`src/design/lwgd_pkg.sv`:
```
// ----------------------------------------------------------------------------
// lwgd_pkg
// Types, widths and codes shared by the linear weight grid deposit and gather
// block: request and response beats, the queue entry and the status codes.
// ----------------------------------------------------------------------------
package lwgd_pkg;

   localparam int POS_W             = 26;
   localparam int VAL_W             = 32;
   localparam int FIELD_W           = 48;
   localparam int STATUS_W          = 2;
   localparam int GRID_POINTS_W     = 11;
   localparam int GRID_DEPTH_DEFAULT = 1024;
   localparam int FRAC_BITS_DEFAULT  = 16;
   localparam int QUEUE_DEPTH       = 2;

   localparam logic [GRID_POINTS_W-1:0] GRID_POINTS_RESET = 11'd1024;

   localparam logic KIND_DEPOSIT = 1'b0;
   localparam logic KIND_GATHER  = 1'b1;

   localparam logic [STATUS_W-1:0] STATUS_DONE      = 2'd0;
   localparam logic [STATUS_W-1:0] STATUS_OFF_GRID  = 2'd1;
   localparam logic [STATUS_W-1:0] STATUS_SATURATED = 2'd2;

   typedef struct packed {
      logic                     kind;
      logic [POS_W-1:0]         position;
      logic signed [VAL_W-1:0]  deposit_value;
   } req_type;

   typedef struct packed {
      logic signed [FIELD_W-1:0] field_value;
      logic [STATUS_W-1:0]       status;
   } rsp_type;

   typedef struct packed {
      logic                     kind;
      logic                     off_grid;
      logic [POS_W-1:0]         position;
      logic signed [VAL_W-1:0]  deposit_value;
   } queue_item_type;

   typedef struct packed {
      logic           valid;
      queue_item_type item;
   } queue_head_type;

   typedef struct packed {
      logic pop;
      logic clearing;
   } back_status_type;

endpackage

```
`src/design/lwgd_front.sv`:
```
// ----------------------------------------------------------------------------
// lwgd_front
// Accepts request beats, checks the position against the grid size in use
// and queues the classified item for the back end.
// ----------------------------------------------------------------------------
module lwgd_front
   import lwgd_pkg::*;
#(
   parameter int GRID_DEPTH = GRID_DEPTH_DEFAULT,
   parameter int FRAC_BITS  = FRAC_BITS_DEFAULT
) (
   input  logic                     clock,
   input  logic                     reset,
   input  logic                     start,
   output logic                     busy,
   input  req_type                  req_payload,
   input  logic [GRID_POINTS_W-1:0] grid_points,
   input  back_status_type          back_status,
   output queue_head_type           queue_head
);

   queue_item_type queue_ff [QUEUE_DEPTH];
   logic           wr_ptr_ff, wr_ptr_in;
   logic           rd_ptr_ff, rd_ptr_in;
   logic [1:0]     count_ff, count_in;

   logic           push;
   logic           pop;
   logic [31:0]    points_in_use;
   logic [31:0]    idx_next;
   queue_item_type item;

   always_comb begin
      points_in_use = (32'(grid_points) < 32'(GRID_DEPTH)) ? 32'(grid_points)
                                                           : 32'(GRID_DEPTH);
      idx_next = 32'(req_payload.position[POS_W-1:FRAC_BITS]) + 32'd1;
      item.kind          = req_payload.kind;
      item.off_grid      = (points_in_use < 32'd2) || (idx_next >= points_in_use);
      item.position      = req_payload.position;
      item.deposit_value = req_payload.deposit_value;
   end

   assign busy = back_status.clearing || (count_ff == 2'(QUEUE_DEPTH));
   assign push = start && !busy;
   assign pop  = back_status.pop;

   always_comb begin
      wr_ptr_in = push ? !wr_ptr_ff : wr_ptr_ff;
      rd_ptr_in = pop ? !rd_ptr_ff : rd_ptr_ff;
      count_in  = count_ff + 2'(push) - 2'(pop);
   end

   always_ff @(posedge clock) begin
      if (reset) begin
         wr_ptr_ff <= 1'b0;
         rd_ptr_ff <= 1'b0;
         count_ff  <= 2'd0;
      end else begin
         wr_ptr_ff <= wr_ptr_in;
         rd_ptr_ff <= rd_ptr_in;
         count_ff  <= count_in;
      end
   end

   always_ff @(posedge clock) begin
      if (push) begin
         queue_ff[wr_ptr_ff] <= item;
      end
   end

   assign queue_head.valid = (count_ff != 2'd0);
   assign queue_head.item  = queue_ff[rd_ptr_ff];

endmodule

```
`config.mk`:
```
export PLATFORM = sky130hd
export DESIGN_NAME = lwgd_front
export DESIGN_NICKNAME = d
export VERILOG_FILES = /design/src/design/lwgd_pkg.sv /design/src/design/lwgd_front.sv
export SDC_FILE = /design/constraint.sdc
export NUM_CORES = 1
export LEC_CHECK = 0
export BUFFER_PORTS_ARGS = -buffer_cell sky130_fd_sc_hd__buf_2
export CAP_MARGIN = 5
export CORE_MARGIN = 2
export CORE_UTILIZATION = 25
export CTS_CLUSTER_SIZE = 28
export DETAILED_ROUTE_END_ITERATION = 16
export PLACE_DENSITY = 0.44
export SLEW_MARGIN = 20
export SYNTH_ARGS = -nofsm -noshare
export SYNTH_HDL_FRONTEND = slang
export SYNTH_SLANG_ARGS = --single-unit
```
`constraint.sdc`:
```
create_clock -name clock -period 7.2 [get_ports clock]
set_input_delay 1.44 -clock clock [delete_from_list [all_inputs] [get_ports clock]]
set_output_delay 1.44 -clock clock [all_outputs]
set_load 0.01 [all_outputs]
```
==> results.sh <==
export IMPL_clk_pin_slew_ns=0.06
export IMPL_vias=2872
export IMPL_power_mw=1.98
export IMPL_synth_most_common_cell="edfxtp_1"
export IMPL_syn_avg_cell_area_um2=18.2
export IMPL_yosysTopAreaCellShare_pct=71.9
export IMPL_cts_max_level=4
export IMPL_drive_above_1_share_pct=41.5
export IMPL_clock_sinks=125
export IMPL_syn_num_nets=364
export IMPL_slew_limit_headroom_pct=50.7
export IMPL_cts_root_buf="clkbuf_16"
export IMPL_power_internal_mw=1.52
export IMPL_hold_violations=0
export IMPL_numCtsBuffers=17
export IMPL_rsz0062_at_grt="false"
export IMPL_cts_buffer_depth=2
export IMPL_die_x_um=146
export IMPL_vdd_ir_drop_max_mv=0.160
export IMPL_ff_latch_area_um2=3700
export IMPL_clkPwrFrac_pct=46.2
export IMPL_power_density_nw_per_um2=296
export IMPL_synth_seq_cells=125
export IMPL_yosysWarnings=0
export IMPL_wire_per_inst_um=14.9
export IMPL_yosys_top_cells_area="edfxtp_1 (72%), mux2_1 (13%), ha_1 (3.5%)"
export IMPL_skew_ns=0.0119
export IMPL_post_route_period_util_pct=51.2
export IMPL_ctsResizeCount=0
export IMPL_num_io_pins=137
export IMPL_pre_cts_ws_ns=3.69
export IMPL_worst_skew_pair_late_latency_ns=0.42
export IMPL_fp_dieArea_um2=21200
export IMPL_fp_dieH_um=146
export IMPL_detailedRoute_firstIterationViolations=110
export IMPL_grt_max_degree=40
export IMPL_yosysSeqAreaShare_pct=73.9
export IMPL_holdPathEnd="rd_ptr_ff$_SDFFE_PP0P_"
export IMPL_final_fill_count=1945
export IMPL_critPathKind="reg -> out"
export IMPL_switching_share_pct=23.1
export IMPL_setup_slack_ns=3.51
export IMPL_rows=51
export IMPL_hp_class="reg -> reg"
export IMPL_tns_ns=0
export IMPL_rr_endpoint="queue_ff[0][17]$_DFFE_PP_"
export IMPL_netlist_area_um2=5010
export IMPL_worst_r2r_path_depth=4
export IMPL_postRouteWirelength_um=10500
export IMPL_multi_input_area_um2=1260
export IMPL_power_switching_mw=0.456
export IMPL_area_growth_pct=33.1
export IMPL_dpl_hpwl_um=7170
export IMPL_cts_post_setup_buffers_inserted=0
export IMPL_status="complete, no violations"
export IMPL_hold_buffers=0
export IMPL_synthTopCellsByCount="edfxtp_1 (120), mux2_1 (60), ha_1 (14)"
export IMPL_place_gp_congestion=0.770
export IMPL_min_path_cells=2
export IMPL_syn_instance_count=275
export IMPL_slew_violations=0
export IMPL_drtAntennaViolNets=0
export IMPL_fmax_mhz=271
export IMPL_leakage_nw=2.52
export IMPL_worstHoldStart="rd_ptr_ff$_SDFFE_PP0P_"
export IMPL_floorplan_initialDensity_pct=25.6
export IMPL_period_needed_ns=3.69
export IMPL_grt_usage_pct=10.3
export IMPL_gr_total_overflow=0
export IMPL_design_core_area_um2=19600
export IMPL_pwr_share_seq_pct=43.6
export IMPL_grt_pass1_vias=3046
export IMPL_crit_arrival_ns=2.25
export IMPL_synth_edff_count=120
export IMPL_cts_tree="built"
export IMPL_grt_pass1_wl_um=16500
export IMPL_worst_slew_pin_transition_ns=0.737
export IMPL_yosysTopAreaCell="edfxtp_1"
export IMPL_r2r_start="count_ff[1]$_SDFF_PP0_"
export IMPL_synth_ff_type="edfxtp_1"
export IMPL_endpoint_kind="output port"
export IMPL_worstPathMaxFanout=39
export IMPL_drv_cap=0
export IMPL_comb_power_share_pct=10.2
export IMPL_nets=515
export IMPL_setup_viol=0
export IMPL_drcViolationCount=0
export IMPL_antenna_found_initial=2
export IMPL_r2r_slack_ns=5.00
export IMPL_vias_per_cell=4.07
export IMPL_start_kind="flop"
export IMPL_synthDistinctLibCells=29
export IMPL_port_buffers=136
export IMPL_synthArstFlopShare_pct=0
export IMPL_first_pass_iters=4
export IMPL_critPathRequiredTime_ns=5.76
[metal layers]
| layer | GRT usage (%) | up-vias | part of all wire (%) |
|---|---|---|---|
| li1 | - | 1363 | - |
| met1 | 12.4 | 1390 | 45 |
| met2 | 15.9 | 107 | 46 |
| met3 | 5.11 | 12 | 7.8 |
| met4 | 3.58 | 0 | 1.3 |
| met5 | 0 | - | 0 |
[layout by cell type, fill, tap and decap left out, types with 2 or more instances in the layout]
| cell type | count |
|---|---|
| a21oi_1 | 3 |
| buf_2 | 136 |
| buf_4 | 3 |
| bufinv_16 | 4 |
| clkbuf_16 | 17 |
| clkinv_4 | 4 |
| dfxtp_1 | 4 |
| diode_2 | 2 |
| edfxtp_1 | 120 |
| ha_1 | 14 |
| inv_1 | 5 |
| inv_2 | 2 |
| inv_6 | 4 |
| mux2_1 | 60 |
| nand2_1 | 13 |
| nand3_1 | 6 |
| nor2_1 | 8 |
| nor2_4 | 2 |
| nor2b_1 | 3 |
| o21ai_1 | 2 |
| xnor2_1 | 8 |
| xor2_1 | 4 |
[power by group through the flow]
stage	registers [mW]	clock network, mW	logic (mW)
2_1_floorplan	0.872	0	0.117
6_report	0.862	0.913	0.202
4_1_cts	0.862	0.944	0.210
3_5_place_dp	0.878	0	0.208
3_3_place_gp	0.876	0	0.207
5_1_grt	0.867	0.974	0.225
[final cells by class]
type | instances | area share, %
Antenna cell | 2 | 0.0750
Clock buffer | 18 | 6.44
Clock inverter | 14 | 3.10
Inverter | 7 | 0.394
Multi-Input combinational cell | 136 | 18.9
Sequential cell | 125 | 55.6
Tap cell | 265 | 4.97
Timing Repair Buffer | 139 | 10.5
[worst max-delay path: stages (launching register included)]
cell     delay [ns]
dfxtp_2        0.68
buf_4          0.57
mux2_1         0.40
buf_2          0.15
[state kept, by name (all words and copies together) (netlist names), named ones only]
signal,count
queue_ff,120
count_ff,2
rd_ptr_ff,1
wr_ptr_ff,1
[per-stage QoR]
| stage | instance area (um^2) | hold slack (ns) | std cells | util, % |
|---|---|---|---|---|
| after global routing | 6660 | 0.554 | 704 | 34.0 |
| after CTS | 6660 | 0.527 | 704 | 34.0 |
| after floorplan | 5010 | 0.480 | 275 | - |
| after detailed placement | 6030 | 0.511 | 672 | 30.8 |
| after global placement | 6030 | 0.506 | 672 | 30.8 |
| final | 6670 | 0.520 | 706 | 34.0 |
[logic make-up (layout without fill, tap and decap cells)]
logic type	count (synthesis)	after routing	synth area share [%]
DFF	125	125	73.9
muxes	60	60	13.5
and+or+nand+nor	39	39	4.17
adders and majority gates	14	14	3.50
buffers and inverters	14	178	1.20
xor gates and xnor gates	12	12	2.10
AOI/OAI and AO/OA	11	11	1.65
other	0	2	0
[worst max-delay path by stage]
stage | slack [ns] | startpoint | depth (start not counted) | to
finish | 3.51 | flop | 3 | queue_head[28]
CTS | 3.40 | flop | 3 | queue_head[36]
global route | 3.31 | flop | 3 | queue_head[47]
detailed placement | 3.69 | back_status[0] | 5 | queue_ff[0][38]$_DFFE_PP_
floorplan | 2.56 | back_status[0] | 3 | queue_ff[0][0]$_DFFE_PP_
global placement | 3.72 | back_status[0] | 5 | queue_ff[1][34]$_DFFE_PP_
Power figures use the tool's default switching activity.
